**config.mk**
```make
export PLATFORM = sky130hd
export DESIGN_NAME = bcpe_ctrl
export DESIGN_NICKNAME = d
export VERILOG_FILES = /design/src/sv/bcpe_pkg.sv /design/src/sv/bcpe_ctrl.sv
export SDC_FILE = /design/constraint.sdc
export NUM_CORES = 1
export LEC_CHECK = 0
export BUFFER_PORTS_ARGS = -buffer_cell sky130_fd_sc_hd__clkbuf_2
export CAP_MARGIN = 0
export CORE_MARGIN = 2
export CORE_UTILIZATION = 32
export CTS_BUF_LIST = sky130_fd_sc_hd__clkbuf_8
export DETAILED_ROUTE_END_ITERATION = 10
export PLACE_DENSITY_LB_ADDON = 0.05
export SYNTH_ARGS = -nofsm -noshare
export SYNTH_HDL_FRONTEND = slang
export SYNTH_SLANG_ARGS = --single-unit
```
**constraint.sdc**
```tcl
create_clock -name clk_i -period 1.9 [get_ports clk_i]
set_input_delay 0.095 -clock clk_i [delete_from_list [all_inputs] [get_ports clk_i]]
set_output_delay 0.095 -clock clk_i [all_outputs]
set_load 0.02 [all_outputs]
```
**src/sv/bcpe_pkg.sv**
```systemverilog
// ----------------------------------------------------------------------------
// bcpe_pkg: shared definitions for the Bezier curve point evaluator
// Field widths, fixed-point constants, command codes and the
// controller-to-datapath command struct.
// ----------------------------------------------------------------------------
`default_nettype none

package bcpe_pkg;

  // defaults for the top-level parameters
  localparam int MaxPointsDef = 16;
  localparam int CoordBitsDef = 16;

  // port field widths
  localparam int FieldW = 16;
  localparam int TW     = 17;
  localparam int UsedW  = 5;

  // fixed-point constants
  localparam int FracExtra = 14;
  localparam logic [TW-1:0] TOne = 17'h10000;

  // input command codes
  localparam logic CmdAppend = 1'b0;
  localparam logic CmdEval   = 1'b1;

  // controller commands to the datapath
  typedef struct packed {
    logic load_wr;     // write the returned store entry into the work row
    logic latch_t;     // capture t from the input transfer
    logic mul;         // register the four lerp products
    logic shift_lerp;  // rotate the work row, inserting the lerp result
    logic shift_move;  // rotate the work row, inserting the head entry
    logic fin;         // round, saturate and register the result
    logic fin_zero;    // result is the origin
  } bcpe_cmd_t;

endpackage

`default_nettype wire

```
**src/sv/bcpe_ctrl.sv**
```systemverilog
// ----------------------------------------------------------------------------
// bcpe_ctrl: controller of the Bezier curve point evaluator
// Keeps the point count, sequences store reads and the de Casteljau levels,
// and owns the input ready and result valid.
// ----------------------------------------------------------------------------
`default_nettype none

module bcpe_ctrl
  import bcpe_pkg::*;
#(
  parameter int MaxPoints = MaxPointsDef
) (
  input  wire logic                         clk_i,
  input  wire logic                         rst_ni,
  input  wire logic                         in_valid_i,
  input  wire logic                         in_cmd_i,
  output logic                              in_ready_o,
  output logic                              out_valid_o,
  input  wire logic                         out_ready_i,
  output logic                              ram_we_o,
  output logic [$clog2(MaxPoints)-1:0]      ram_waddr_o,
  output logic [$clog2(MaxPoints)-1:0]      ram_raddr_o,
  output logic [$clog2(MaxPoints)-1:0]      load_idx_o,
  output logic [$clog2(MaxPoints)-1:0]      tail_o,
  output logic [$clog2(MaxPoints+1)-1:0]    cnt_o,
  output bcpe_cmd_t                         cmd_o
);

  localparam int AW = $clog2(MaxPoints);
  localparam int CW = $clog2(MaxPoints + 1);
  localparam logic [CW-1:0] CntMax = CW'(MaxPoints);
  localparam logic [CW-1:0] CntOne = CW'(1);

  typedef enum logic [6:0] {
    StIdle  = 7'b0000001,
    StLoad  = 7'b0000010,
    StLwait = 7'b0000100,
    StMul   = 7'b0001000,
    StAdd   = 7'b0010000,
    StMove  = 7'b0100000,
    StFin   = 7'b1000000
  } state_e;

  state_e        state_q, state_d;
  logic [CW-1:0] count_q, count_d;
  logic [CW-1:0] cnt_q, cnt_d;
  logic [AW-1:0] idx_q, idx_d;
  logic [AW-1:0] lvl_q, lvl_d;
  logic          out_valid_q, out_valid_d;
  logic          ld_vld_q, ld_vld_d;
  logic [AW-1:0] ld_idx_q, ld_idx_d;
  logic [CW-1:0] last_idx;
  logic          in_xfer;

  assign in_ready_o = (state_q == StIdle);
  assign in_xfer    = in_valid_i && in_ready_o;
  assign last_idx   = cnt_q - CntOne;

  // next-state logic and command decode
  always_comb begin
    state_d     = state_q;
    count_d     = count_q;
    cnt_d       = cnt_q;
    idx_d       = idx_q;
    lvl_d       = lvl_q;
    ld_vld_d    = 1'b0;
    ld_idx_d    = idx_q;
    out_valid_d = out_valid_q && !out_ready_i;
    ram_we_o    = 1'b0;
    cmd_o       = '0;
    cmd_o.load_wr = ld_vld_q;

    unique case (state_q)
      StIdle: begin
        if (in_xfer) begin
          if (in_cmd_i == CmdAppend) begin
            if (count_q < CntMax) begin
              ram_we_o = 1'b1;
              count_d  = count_q + CntOne;
            end
          end else begin
            cmd_o.latch_t = 1'b1;
            cnt_d = count_q;
            idx_d = '0;
            if (count_q == '0) begin
              state_d = StFin;
            end else begin
              state_d = StLoad;
            end
          end
        end
      end
      StLoad: begin
        ld_vld_d = 1'b1;
        ld_idx_d = idx_q;
        if (CW'(idx_q) == last_idx) begin
          state_d = StLwait;
        end else begin
          idx_d = idx_q + AW'(1);
        end
      end
      StLwait: begin
        lvl_d = last_idx[AW-1:0];
        idx_d = '0;
        if (last_idx == '0) begin
          state_d = StFin;
        end else begin
          state_d = StMul;
        end
      end
      StMul: begin
        cmd_o.mul = 1'b1;
        state_d   = StAdd;
      end
      StAdd: begin
        cmd_o.shift_lerp = 1'b1;
        idx_d = idx_q + AW'(1);
        if (idx_q + AW'(1) == lvl_q) begin
          state_d = StMove;
        end else begin
          state_d = StMul;
        end
      end
      StMove: begin
        cmd_o.shift_move = 1'b1;
        lvl_d = lvl_q - AW'(1);
        idx_d = '0;
        if (lvl_q == AW'(1)) begin
          state_d = StFin;
        end else begin
          state_d = StMul;
        end
      end
      StFin: begin
        if (!out_valid_q || out_ready_i) begin
          cmd_o.fin      = 1'b1;
          cmd_o.fin_zero = (cnt_q == '0);
          out_valid_d    = 1'b1;
          state_d        = StIdle;
        end
      end
      default: begin
        state_d = StIdle;
      end
    endcase
  end

  // control registers
  always_ff @(posedge clk_i or negedge rst_ni) begin
    if (!rst_ni) begin
      state_q     <= StIdle;
      count_q     <= '0;
      cnt_q       <= '0;
      idx_q       <= '0;
      lvl_q       <= '0;
      out_valid_q <= 1'b0;
      ld_vld_q    <= 1'b0;
      ld_idx_q    <= '0;
    end else begin
      state_q     <= state_d;
      count_q     <= count_d;
      cnt_q       <= cnt_d;
      idx_q       <= idx_d;
      lvl_q       <= lvl_d;
      out_valid_q <= out_valid_d;
      ld_vld_q    <= ld_vld_d;
      ld_idx_q    <= ld_idx_d;
    end
  end

  assign out_valid_o = out_valid_q;
  assign ram_waddr_o = count_q[AW-1:0];
  assign ram_raddr_o = idx_q;
  assign load_idx_o  = ld_idx_q;
  assign tail_o      = lvl_q;
  assign cnt_o       = cnt_q;

endmodule

`default_nettype wire

```
==> impl_results.md <==
- Status: finished with violations
- Failing checks: setup timing
- Synth area leaders: dfrtp_1 (40%), ha_1 (5.4%), xnor2_1 (5.2%)
- WP data arrival: 2110 ps
- FF-to-FF End: ram_raddr_o[2]
- Number of synthesized flops with an enable pin: 0
- Sequential Power Share: 0.294
- Cell Area, Synth: 1857 sq um
- Layout area overhead: 31.94%
- Initial Utilization: 0.3351
- Clock network power share: 0.140
- DRT Pass-1 Iters: 4
- Grt ovf: 0
- Mean area per synthesized cell: 10.26 sq um
- I/O Pins: 36
- Max-cap violations: 0
- Seq/Total Area, Yosys: 0.4185
- RSZ-0062 raised after global routing: yes
- R2r worst-path depth: 8
- Cts bufs inserted: 5
- WP buf/inv: 2
- Final Hold Viols: 0
- Final max-slew violation count: 0
- Internal power: 2.177 mW
- Clock-pin slew on the worst setup and hold paths: 70 ps
- Iter 0 DRT Violations: 114
- Wirelength per Cell: 15.44 microns
- Synth Warn #: 0
- Seq cells post-synth: 31
- HP Class: primary input to flop
- Synth Flop Type: dfrtp_1
- Share of cells above drive strength 1: 0.4576
- Pwr per Cell Area: 1575 nW/um^2
- Top-area cell type share of the netlist area: 0.4043
- Fin crit period: 1938 ps
- Setup violators final: 4
- Die height: 80.18 microns
- Chip width: 80.18 microns
- R2R Setup Slk: -40 ps
- Post-route DRC: 0
- Yosys top cell by area: dfrtp_1
- DRT antenna net count: 0
- Maximum VDD drop: 665.6 uV
- Worst path depth: 8
- Full die area: 6428 sq um
- Leakage power figure: 1.175 nW
- Largest net degree at the start of global routing: 32
- Critical path class: flop to flop
- Mapped Nets: 194
- Nets: 248
- Critical path required time: 2070 ps
- CTS sink cnt: 31
- Vias per inst: 5.036
- Reg-to-Reg Start: cnt_o[0]
- Post-layout util: 0.4422
- Worst setup margin: -37.69 ps
- Slew @ Worst Pin: 828.2 ps
- CP Max Fanout: 2
- Vias in the first global route: 1533
- Initial antenna violation count: 0
- Top delay family on crit path: simple AND/OR/NAND/NOR gates
- Worst setup startpoint: cnt_o[0]
- Critical Path End: ram_raddr_o[2]
- Routability cong.: 0.7775
- N_diodes: 0
- CTS Buffer Depth: 2
- Core box area: 5540 sq um
- Slowest cell on the critical path: dfrtp_2
- Hold WS: 154.0 ps
- Htree depth: 2
- Sw Share: 0.4359
- Nature of the critical path endpoint: flop
- Critical-path cell list: inv_4 -> ha_4 -> xnor2_2 -> nor2_2 -> buf_4 -> nand2_1 -> or3_1 -> a221o_1
- CTS tree: yes
- DRT Wirelength: 4754 microns
- Critical path's largest stage delay: 420 ps
- Comb pwr share: 0.566
- Cell variety after synth: 55
- Fmax: 0.5161 GHz
- Final period util: 1.020
- Cell row count: 27
- Post-synthesis cell count: 181
- Crit start category: flop
- Port Buf Inserts: 35
- NetSw: 1.682 mW
- HPWL after detailed placement: 3413 microns
- Via count: 1551
- First-pass GRT wire length: 7686 microns
- Tot GR Track Use: 0.1568
- Worst-Skew Late Latency: 280 ps
- Ys async rst share: 1.000
- Layout Skew: 8.244 ps
- Root Buffer: clkbuf_8
- Slew headroom: 0.4479
- Filler instances: 536
placed cells by master (no fill, tap or decap), drive strengths merged, types with 3 or more instances in the layout:
| cell type | instances |
|---|---|
| clkbuf | 41 |
| dfrtp | 30 |
| buf | 22 |
| inv | 15 |
| nand2 | 14 |
| nor2 | 12 |
| xnor2 | 11 |
| o21ai | 10 |
| ha | 8 |
| a21oi | 6 |
| mux2 | 6 |
| nand3 | 5 |
| nor3 | 5 |
| xor2 | 4 |
| nor3b | 3 |
| and4 | 3 |
| nor2b | 3 |
| and3 | 3 |
| o211ai | 3 |
logic make-up after synthesis:
logic type               count (synthesis)  share of synthesized area
AO/OA/AOI/OAI                           32                     0.1166
XOR/XNOR                                16                    0.08288
adder cells (fa/ha/maj)                  8                    0.05391
buffers and inverters                   25                    0.07277
flip-flops                              31                     0.4185
multiplexers                             6                    0.03639
AND/OR/NAND/NOR                         63                     0.2190
how the worst min path moves through the flow:
stage	from	slack (ps)	endpoint	depth (start not counted)
2_1_floorplan	rst_ni	-200	cnt_o[0]	0
3_3_place_gp	rst_ni	220	load_idx_o[0]	1
3_5_place_dp	rst_ni	230	load_idx_o[0]	1
4_1_cts	out_ready_i	140	out_valid_o	3
5_1_grt	out_ready_i	180	out_valid_o	3
6_report	out_ready_i	150	out_valid_o	3
synth_stat cells (4+ instances only):
| cell type | count |
|---|---|
| nand2_1 | 13 |
| o21ai_0 | 9 |
| ha_1 | 8 |
| nor2_1 | 12 |
| nand3_1 | 4 |
| buf_4 | 6 |
| a21oi_1 | 6 |
| xor2_1 | 4 |
| xnor2_1 | 11 |
| dfrtp_1 | 30 |
| inv_1 | 14 |
per-layer routing:
| layer | vias up | routed length [microns] | GRT usage |
|---|---|---|---|
| li1 | 745 | - | - |
| met3 | 7 | 257 | 0.03820 |
| met4 | 0 | 79 | 0.04576 |
| met2 | 46 | 2387 | 0.2642 |
| met1 | 753 | 2029 | 0.1986 |
| met5 | - | 0 | 0 |
worst min-delay path, cell delays in order:
cell and delay, ps:
clkbuf_2 70, nand2b_1 150, nand2_1 70
power by group through the flow:
stage | clock (mW) | combinational, mW | sequential [mW]
after global placement | 0 | 1.76 | 1.13
after global routing | 0.606 | 2.39 | 1.17
after detailed placement | 0 | 1.76 | 1.13
final | 0.541 | 2.18 | 1.13
after CTS | 0.563 | 2.03 | 1.13
after floorplan | 0 | 1.20 | 1.20
state kept, by name, summed over array words and instances, names as in the netlist:
register and cells:
cnt_o 5, count_q 5, ld_vld_q 1, load_idx_o 4, out_valid_o 1, ram_raddr_o 4
state_q 7, tail_o 4
final cells by class:
type | instances | area [sq um] | share of cell area
multi-input cells | 125 | 1065 | 0.4346
flip-flops and latches | 31 | 787.0 | 0.3212
repair buffers | 58 | 359.1 | 0.1466
well taps | 72 | 90.09 | 0.03677
clock buffers | 6 | 82.58 | 0.03371
inverters | 14 | 57.56 | 0.02349
clock inverters | 2 | 8.758 | 0.003575
stage by stage:
stage | TNS (ps) | instances | power, mW | area [sq um] | setup WS [ps]
detailed placement | -209.5 | 286 | 2.891 | 2148 | -75.66
CTS | -5.480 | 305 | 3.717 | 2371 | -4.271
floorplan | -112.8 | 181 | 2.403 | 1898 | -37.59
global placement | 0 | 286 | 2.887 | 2148 | 5.812
finish | -62.59 | 308 | 3.859 | 2450 | -37.69
global route | -387.5 | 308 | 4.161 | 2450 | -85.00
timing repair:
| item | in CTS | in global routing |
|---|---|---|
| endpoints found under the setup margin | 6 | 7 |
| gates resized for setup | 13 | 14 |
| endpoints found under the hold margin | 30 | 0 |
| setup buffers | 10 | 3 |
| pin swaps | 9 | 7 |
| hold buffers | 1 | 0 |
| cloned | 0 | 0 |
No activity file was read; power rests on OpenSTA's default activity.
