File: config.mk
export PLATFORM = sky130hd
export DESIGN_NAME = bcpe_ram
export DESIGN_NICKNAME = d
export VERILOG_FILES = /design/src/sv/bcpe_ram.sv
export SDC_FILE = /design/constraint.sdc
export NUM_CORES = 1
export LEC_CHECK = 0
export BUFFER_PORTS_ARGS = -buffer_cell sky130_fd_sc_hd__buf_4
export CORE_UTILIZATION = 37
export CTS_CLUSTER_DIAMETER = 80
export DETAILED_ROUTE_END_ITERATION = 16
export PLACE_DENSITY_LB_ADDON = 0.2
export SKIP_LAST_GASP = 1
export SYNTH_ARGS = -nofsm -noshare
export SYNTH_HDL_FRONTEND = slang
export SYNTH_SLANG_ARGS = --single-unit
File: constraint.sdc
create_clock -name clk_i -period 3.7 [get_ports clk_i]
set_clock_uncertainty 0.1 [all_clocks]
set_input_delay 0.37 -clock clk_i [delete_from_list [all_inputs] [get_ports clk_i]]
set_output_delay 0.37 -clock clk_i [all_outputs]
set_load 0.02 [all_outputs]
File: src/sv/bcpe_ram.sv
// ----------------------------------------------------------------------------
// bcpe_ram: generic single-write, single-read RAM
// One write port and one read port with registered read data.
// ----------------------------------------------------------------------------
`default_nettype none

module bcpe_ram #(
  parameter int Width = 32,
  parameter int Depth = 16
) (
  input  wire logic                     clk_i,
  input  wire logic                     we_i,
  input  wire logic [$clog2(Depth)-1:0] waddr_i,
  input  wire logic [Width-1:0]         wdata_i,
  input  wire logic [$clog2(Depth)-1:0] raddr_i,
  output logic      [Width-1:0]         rdata_o
);

  logic [Width-1:0] mem_q [Depth];
  logic [Width-1:0] rdata_q;

  // write port and registered read port
  always_ff @(posedge clk_i) begin
    if (we_i) begin
      mem_q[waddr_i] <= wdata_i;
    end
    rdata_q <= mem_q[raddr_i];
  end

  assign rdata_o = rdata_q;

endmodule

`default_nettype wire

==> results of run 1 <==
-- path summary, 6_finish.rpt --
| path | endpoint | slack, ns | cells after the start |
|---|---|---|---|
| min | rdata_o[2]$_DFF_P_ | 0.21 | 4 |
| max reg2reg | rdata_o[19]$_DFF_P_ | 2.15 | 3 |
| min reg2reg | rdata_o[1]$_DFF_P_ | 0.57 | 3 |
| max | mem_q[2][9]$_DFFE_PP_ | 1.82 | 4 |
-- state kept, by name, indices dropped and copies added (netlist names) --
name     count
mem_q      512
rdata_o     32
-- what timing repair did --
item	CTS	global route
hold buffers	32	0
hold endpoints to repair	512	0
setup endpoints to repair	0	0
-- critical path, cell delays in order --
cell and delay [ns]:
buf_4 0.12, or3b_2 0.59, nor2_4 0.64, buf_4 0.33
-- cell usage in the layout, fill, tap and decap left out --
cell type / count
nor2b_4: 2
buf_12: 4
dlygate4sd3_1: 32
nor3_2: 4
clkbuf_1: 19
nor2_4: 13
nand3_1: 1
a22oi_1: 64
clkbuf_16: 57
nand2b_1: 2
clkbuf_8: 10
buf_4: 105
or3b_2: 1
bufinv_16: 5
diode_2: 1
clkinv_1: 5
nand3b_1: 2
and2_2: 1
nand2_1: 33
edfxtp_1: 512
buf_6: 1
dfxtp_1: 32
clkinv_2: 5
mux4_2: 128
-- cells in the mapped netlist --
cell      count
nor3_1        4
and2_1        1
buf_1         9
nand3b_1      2
nand2_1      33
mux4_2      128
nor2b_1       2
nand3_1       1
clkbuf_1     17
buf_6         2
a22oi_1      64
nand2b_1      2
dfxtp_1      32
buf_2         4
or3b_2        1
nor2_1       13
edfxtp_1    512
buf_4        11
-- where the power goes --
group | leakage [nW] | internal (mW) | switching, mW | total [mW]
Sequential | 4.89 | 6.89 | 0.0449 | 6.93
Clock | 0.888 | 3.34 | 2.21 | 5.55
Combinational | 1.84 | 0.310 | 0.405 | 0.715
Total | 7.62 | 10.5 | 2.66 | 13.2
-- metal layers --
| layer | wire [um] | share of wire | global-route usage | vias up |
|---|---|---|---|---|
| met4 | 872 | 0.020 | 0.05175 | 0 |
| met2 | 19840 | 0.46 | 0.2489 | 231 |
| li1 | - | - | - | 3886 |
| met5 | 0 | 0 | 0 | - |
| met3 | 1906 | 0.044 | 0.02466 | 54 |
| met1 | 20590 | 0.48 | 0.2425 | 4926 |
-- logic make-up after synthesis --
logic type,Yosys count,synth area share
AO/OA/AOI/OAI,64,0.02420
buffers and inverters,43,0.01122
multiplexers,128,0.1452
AND/OR/NAND/NOR,59,0.01273
flip-flops,544,0.8067
-- layout make-up --
cell class	instances	share of cell area
flip-flops and latches	544	0.6770
repair buffers	143	0.05130
multi-input cells	251	0.1585
clock inverters	15	0.008198
diodes	1	0.0001058
well taps	688	0.03639
clock buffers	85	0.06854
==> run summary, run 1 <==
The worst setup path is launched from a primary input. The share of post-route cells with drive strength above 1 came out at 0.3237. The footprint of the multi-input gates came out at 3750 um^2. The number of port buffers came out at 73.

The overall global routing resource usage came out at 0.1638. The count of unique library cells instantiated by Yosys came out at 18. The number of primary I/O pins came out at 74. The total overflow left after global routing is 0. Relative to the synthesized area, the layout overhead comes to 19.16%. The clock root buffer master is clkbuf_16. The mapped netlist covers 19850 um^2. The share of the cycle needed by the critical path after routing came out at 0.5080. The critical path required time is 3.89 ns.

The proportion of netlist area held by the largest area contributor is 0.7744. The clock period minus worst slack is 1.880 ns. The number of synthesized register bits came out at 544. The clock net in this run drives a total of between 500 and 600 sinks.

The arrival time at the worst endpoint is between 2 and 2.5 ns. The smallest hold slack came out at 0.2095 ns. The synthesized net count came out at 880. The count of fill cells added during filler insertion is 4485. The ratio of total power to cell area is 557.9 nW/um^2. The flow ran to the end, and the final reports show no timing, DRC or antenna violations.

The CTS tree is done. The DRC violation count after routing came out at 0. The initial antenna violation count came to 1. The core occupancy in the finished layout is 0.4484.

The final antenna-violating net count came out at 0. Clock latency on the worst-skew pair, taken at its later pin, is 0.59 ns. By area the synthesized netlist is led by edfxtp_1 77%, mux4_2 15%, dfxtp_1 3.2%.

At the placement stage, the worst setup path has a slack of 1.177 ns. The cell area after placement is 21520 um^2. The number of standard cells after synthesis came out at 838.

Detailed placement finished with a half-perimeter wire length of about 23 mm. The wire length of the first global-routing pass came out at 63.90 mm. The number of gates given a new drive strength after cts is 0.

The setup TNS after final layout is 0 ns. The die area came out at ~55000 um^2. The synthesized area divided by synthesized cell count came out at approximately 24 um^2.

The number of hold-slack violations in the final timing report came out at 0. The CTS clock-pin slew for the worst setup and hold paths came out at 0.06 ns. The critical-path maximum fanout came out at 19.

The setup slack of the critical path after layout came out at 1.820 ns. The total via count after detailed routing is 9097. With fillers left out, the area of the finished cells amounts to 23660 um^2. The height of the die came out at between 200 and 250 um. The final net count is 1037.

For the pin with the worst max-slew slack, the measured transition is approximately 1.0 ns. The via count of the first global-routing pass is 9708. The H-tree was split into 2 levels.

In this run the most critical hold path is launched from raddr_i[3]. Row generation in the floorplan step produced 84 rows. edfxtp_1 takes more of the synthesized area than any other cell. The total iterations of the first detailed-routing run is 7. Registers take 16020 um^2. For this configuration, the core starts out at a cell density of 0.3763.

The routability congestion estimate came out at 0.6749. The post-route total power is 13.20 mW. The number of clock buffers added by TritonCTS is 55. The number of endpoints failing setup at the final stage is 0. Max-cap violations in this run came to 0. The count of yosys warnings during synthesis came out at 0. The die is 233.6 um wide. Once placement completed, the tool counted placed cells totaling about 1600. Once layout is complete, the cells apart from fillers number 1727. By startpoint and endpoint, the worst setup path is classified as primary input to flip-flop. The largest net degree at the start of global routing came out at 50. The floorplan core area came out at 52760 um^2. The setup fix buffers added after clock tree synthesis came out at 0. The worst register-to-register path begins at mem_q[3][19]$_DFFE_PP_. For this run, the register share of the synthesized area comes to 0.8067. Measured against its own limit, the worst slew margin works out to 0.3052. Across the VDD grid, the largest voltage drop is 0.3607 mV.

The worst hold path belongs to the class primary input to flip-flop. The worst setup path is captured at a flip-flop. After detailed routing, the total wire length is ~43 mm. The maximum buffer depth of the clock tree came out at 3. The achievable frequency came out at 532.0 MHz. The count of final max-slew check failures is 0. The starting DRC count in detailed routing is around 800. The leakage power figure came out at 7.619 nW. Setup repair after global routing left no endpoint under its margin.

The critical path startpoint is waddr_i[2]. The average wire per standard cell is 25.02 um. The number of vias per cell is about 5.3.
Note: power is estimated with default switching activity, not from simulation.
==> run 2: changes to the inputs <==
Settings changed: ABC_AREA set to 1.
Clock period 3.7 ns to 1.7 ns, I/O delays scaled along.
==> run 2 against run 1 <==
Net effect:
- cell area grew 15%
- hold slack lost 0.14 ns
- non-clock buffer count up 26
- first-iteration DRC count is 73% higher
- die area grew 14%
- flip-flop and latch count is the same
- synthesized cell count rose to 2.5 times the previous value
==> run summary, run 2 <==
The total iterations of the first detailed-routing run is 6 (was 7). The height of the die is 249.9 um (was 233.6 um). The die area came to 62430 um^2 (was 54590 um^2).

The synthesized area divided by synthesized cell count came out at 10.72 um^2 (was 23.69 um^2). The post-synthesis cell type with the largest combined area is edfxtp_1 (unchanged). The number of flip-flops in the largest register is 512 (unchanged).

The maximum resistive drop on vdd is 0.9108 mV (was 0.3607 mV). The share of post-route cells with drive strength above 1 is 0.1081 (was 0.3237). The number of vias per cell is 4.740 (was 5.268). The commonest non-fill, non-tap cell in the layout was nand2_1 (was edfxtp_1).

The core occupancy in the finished layout came out at 0.4473 (was 0.4484). Leading cell types in the layout, fill and taps excluded: 677 x nand2_1, 512 x edfxtp_1, 386 x inv_1 (was 512 x edfxtp_1, 128 x mux4_2, 105 x buf_4). The horizontal die dimension is 249.9 um (was 233.6 um). The final antenna-violating net count is 0 (unchanged). The top register by number of flip-flops is mem_q (unchanged). The nature of the critical path endpoint is a primary output (was flip-flop). The number of port buffers is 73 (unchanged). The setup fix buffers added after clock tree synthesis came out at 0 (unchanged). The sum of buffers and inverters on the critical path is 1 (was 2). The number of hold-slack violations in the final timing report is 0 (unchanged). The critical path required time is 1.43 ns (was 3.89 ns).

The clock period minus worst slack is between 1.5 and 2 ns. The CTS buffer count came out at 59 (was 55). The number of sinks on the clock net came out at 544 (unchanged). The delay of the slowest cell on the worst path is 0.47 ns (was 0.64 ns). The path type of the worst setup path was flip-flop to primary output (was primary input to flip-flop). The sequential fraction of the synthesis area came out at 0.7046 (was 0.8067). The number of diodes came out at 0 (was 1).

The initial antenna violation count is 0 (was 1). The initial core utilization was 0.3752 (was 0.3763). The final net count came out at 2287 (was 1037). The async set-or-reset flop fraction in the synthesized netlist came out at 0 (unchanged). The maximum buffer depth of the clock tree came out at 3 (unchanged). The worst-case headroom to the max-slew limit came out at 0.7244 (was 0.3052). The number of standard cells after synthesis came to 2120 (was 838).

Synth cell count leaders: 677 x nand2_1, 512 x edfxtp_1, 388 x inv_1 (was 512 x edfxtp_1, 128 x mux4_2, 64 x a22oi_1). The clock root buffer master is clkbuf_16 (unchanged). The area growth from synthesis to final layout is 19.22% (was 19.16%). The count of fill cells added during filler insertion is 5584 (was 4485). The synthesized net count is 2162 (was 880).

The count of flip-flops with a built-in enable after synthesis is 512 (unchanged). The number of synthesized register bits was 544 (unchanged). Setup repair after global routing missed its margin: no (unchanged). The routability congestion estimate is 0.7855 (was 0.6749).

The post-synth design cell area came to 22730 um^2 (was 19850 um^2). The critical-path maximum fanout is 1 (was 19). The number of endpoints failing setup at the final stage came out at 0 (unchanged). The wire length of the first global-routing pass came out at 88.07 mm (was 63.90 mm). The average wire per standard cell came out at 18.72 um (was 25.02 um).

The overflow left after global routing is 0 (unchanged). The CTS tree is done (unchanged). The floorplan core area is 60580 um^2 (was 52760 um^2). The placed wire-length estimate was 33.45 mm (was 23.01 mm).

The arrival time at the worst endpoint is 1.27 ns (was 2.07 ns). The H-tree depth is 2 (unchanged). The worst min-delay path class is primary input to flip-flop (unchanged). The max-cap violation count is 0 (unchanged).

The smallest hold slack is 0.06570 ns (was 0.2095 ns). The most instantiated library cell after synthesis is nand2_1 (was edfxtp_1). The startpoint type of the worst setup path was a flip-flop (was primary input). The reg2reg setup slack came out at 0.49 ns (was 2.15 ns). The overall global routing resource usage came out at 0.1857 (was 0.1638). The starting DRC count in detailed routing came out at 1388 (was 802). Main area contributors after synthesis: edfxtp_1 68%, nand2_1 11%, nand3_1 8.5% (was edfxtp_1 77%, mux4_2 15%, dfxtp_1 3.2%).

The via count of the first global-routing pass is 14048 (was 9708). The footprint of the multi-input gates was 4667 um^2 (was 3750 um^2). The total via count after detailed routing is 14584 (was 9097).

Chain of cells forming the critical path: buf_4 (was buf_4 > or3b_2 > nor2_4 > buf_4). In the finished design, the share of the clock period the worst path needs comes to 0.9073. The slowest library cell on the worst path was dfxtp_1 (was nor2_4).

The ratio of total power to cell area came out at 1118 nW/um^2 (was 557.9 nW/um^2). The detailed-route wire length came to 57.61 mm (was 43.21 mm). The pin slew with the least headroom to its limit is 0.4124 ns (was 1.042 ns). The DRC violation count after routing is 0 (unchanged). The count of final max-slew check failures came out at 0 (unchanged). The proportion of netlist area held by the largest area contributor is 0.6764 (was 0.7744). The flip-flop cell with the highest count after synthesis is edfxtp_1 (unchanged).

The cell row count came out at 90 (was 84). The achievable frequency is 648.3 MHz. The area taken by flip-flops and latches came out at 16020 um^2 (unchanged).

The count of unique library cells instantiated by Yosys is 15 (was 18). The clock latency reported for the late side of the worst-skew pair was 0.62 ns (was 0.59 ns). The cell family with the largest share of critical-path delay was flip-flops (was simple AND/OR/NAND/NOR gates). The count of yosys warnings during synthesis came to 0 (unchanged). The CTS clock-pin slew for the worst setup and hold paths is 0.06 ns (about the same).

The largest net degree at the start of global routing came out at 81 (was 50). The leakage power figure was 11.41 nW (was 7.619 nW). Outcome: finished clean (unchanged). The number of primary I/O pins is 74 (unchanged).
==> run 2: path summary, 6_finish.rpt <==
kind                          to                    from  depth (start not counted)
min          rdata_o[14]$_DFF_P_              raddr_i[2]                          5
max reg2reg   rdata_o[8]$_DFF_P_  mem_q[13][8]$_DFFE_PP_                          6
max                  rdata_o[11]     rdata_o[11]$_DFF_P_                          1
min reg2reg  rdata_o[31]$_DFF_P_  mem_q[3][31]$_DFFE_PP_                          6
==> run 2: tightest hold or removal path, stage by stage <==
cell	delay, ns
buf_4	0.15
buf_12	0.19
nand3_1	0.10
nand3_1	0.07
nand2_1	0.05
==> run 2: area by class of cell <==
class                   count  share of cell area
inverters                 390             0.05439
clock inverters            36             0.01454
clock buffers              75             0.05859
repair buffers            169             0.07318
well taps                 782             0.03611
flip-flops and latches    544              0.5910
multi-input cells        1081              0.1722
==> run 2: kinds of logic after synthesis <==
family / after synthesis / synth area share
buffers and inverters: 495 / 0.09539
flip-flops: 544 / 0.7046
AND/OR/NAND/NOR: 1081 / 0.2000
==> run 2: power by group <==
group / total, mW / internal [mW] / switching [mW] / leakage, nW
Clock: 13.1 / 7.68 / 5.38 / 0.964
Sequential: 15.1 / 15.0 / 0.119 / 4.90
Combinational: 2.12 / 0.711 / 1.41 / 5.55
Total: 30.3 / 23.4 / 6.91 / 11.4
==> run 2: per-layer routing <==
metal	global-route usage	part of all wire	up-vias
li1	-	-	7096
met3	0.02931	0.054	71
met4	0.04780	0.020	0
met2	0.2949	0.47	388
met1	0.2646	0.46	7029
met5	0	0	-
==> run 2: timing repair <==
| action | CTS | global route |
|---|---|---|
| gates resized for setup | 0 | 0 |
| hold buffers | 33 | 0 |
| hold endpoints to repair | 535 | 0 |
==> run 2: stage by stage <==
| step | TNS (ns) | area [um^2] | worst slack, ns | power [mW] | cells |
|---|---|---|---|---|---|
| floorplan | -40.64 | 22780 | -0.1031 | 16.49 | 2120 |
| CTS | 0 | 27100 | 0.1108 | 30.56 | 3077 |
| detailed placement | 0 | 24790 | 0.09019 | 17.48 | 2933 |
| global route | 0 | 27100 | 0.1391 | 31.29 | 3077 |
| finish | 0 | 27100 | 0.1576 | 30.29 | 3077 |
| global placement | 0 | 24790 | 0.1267 | 17.47 | 2933 |
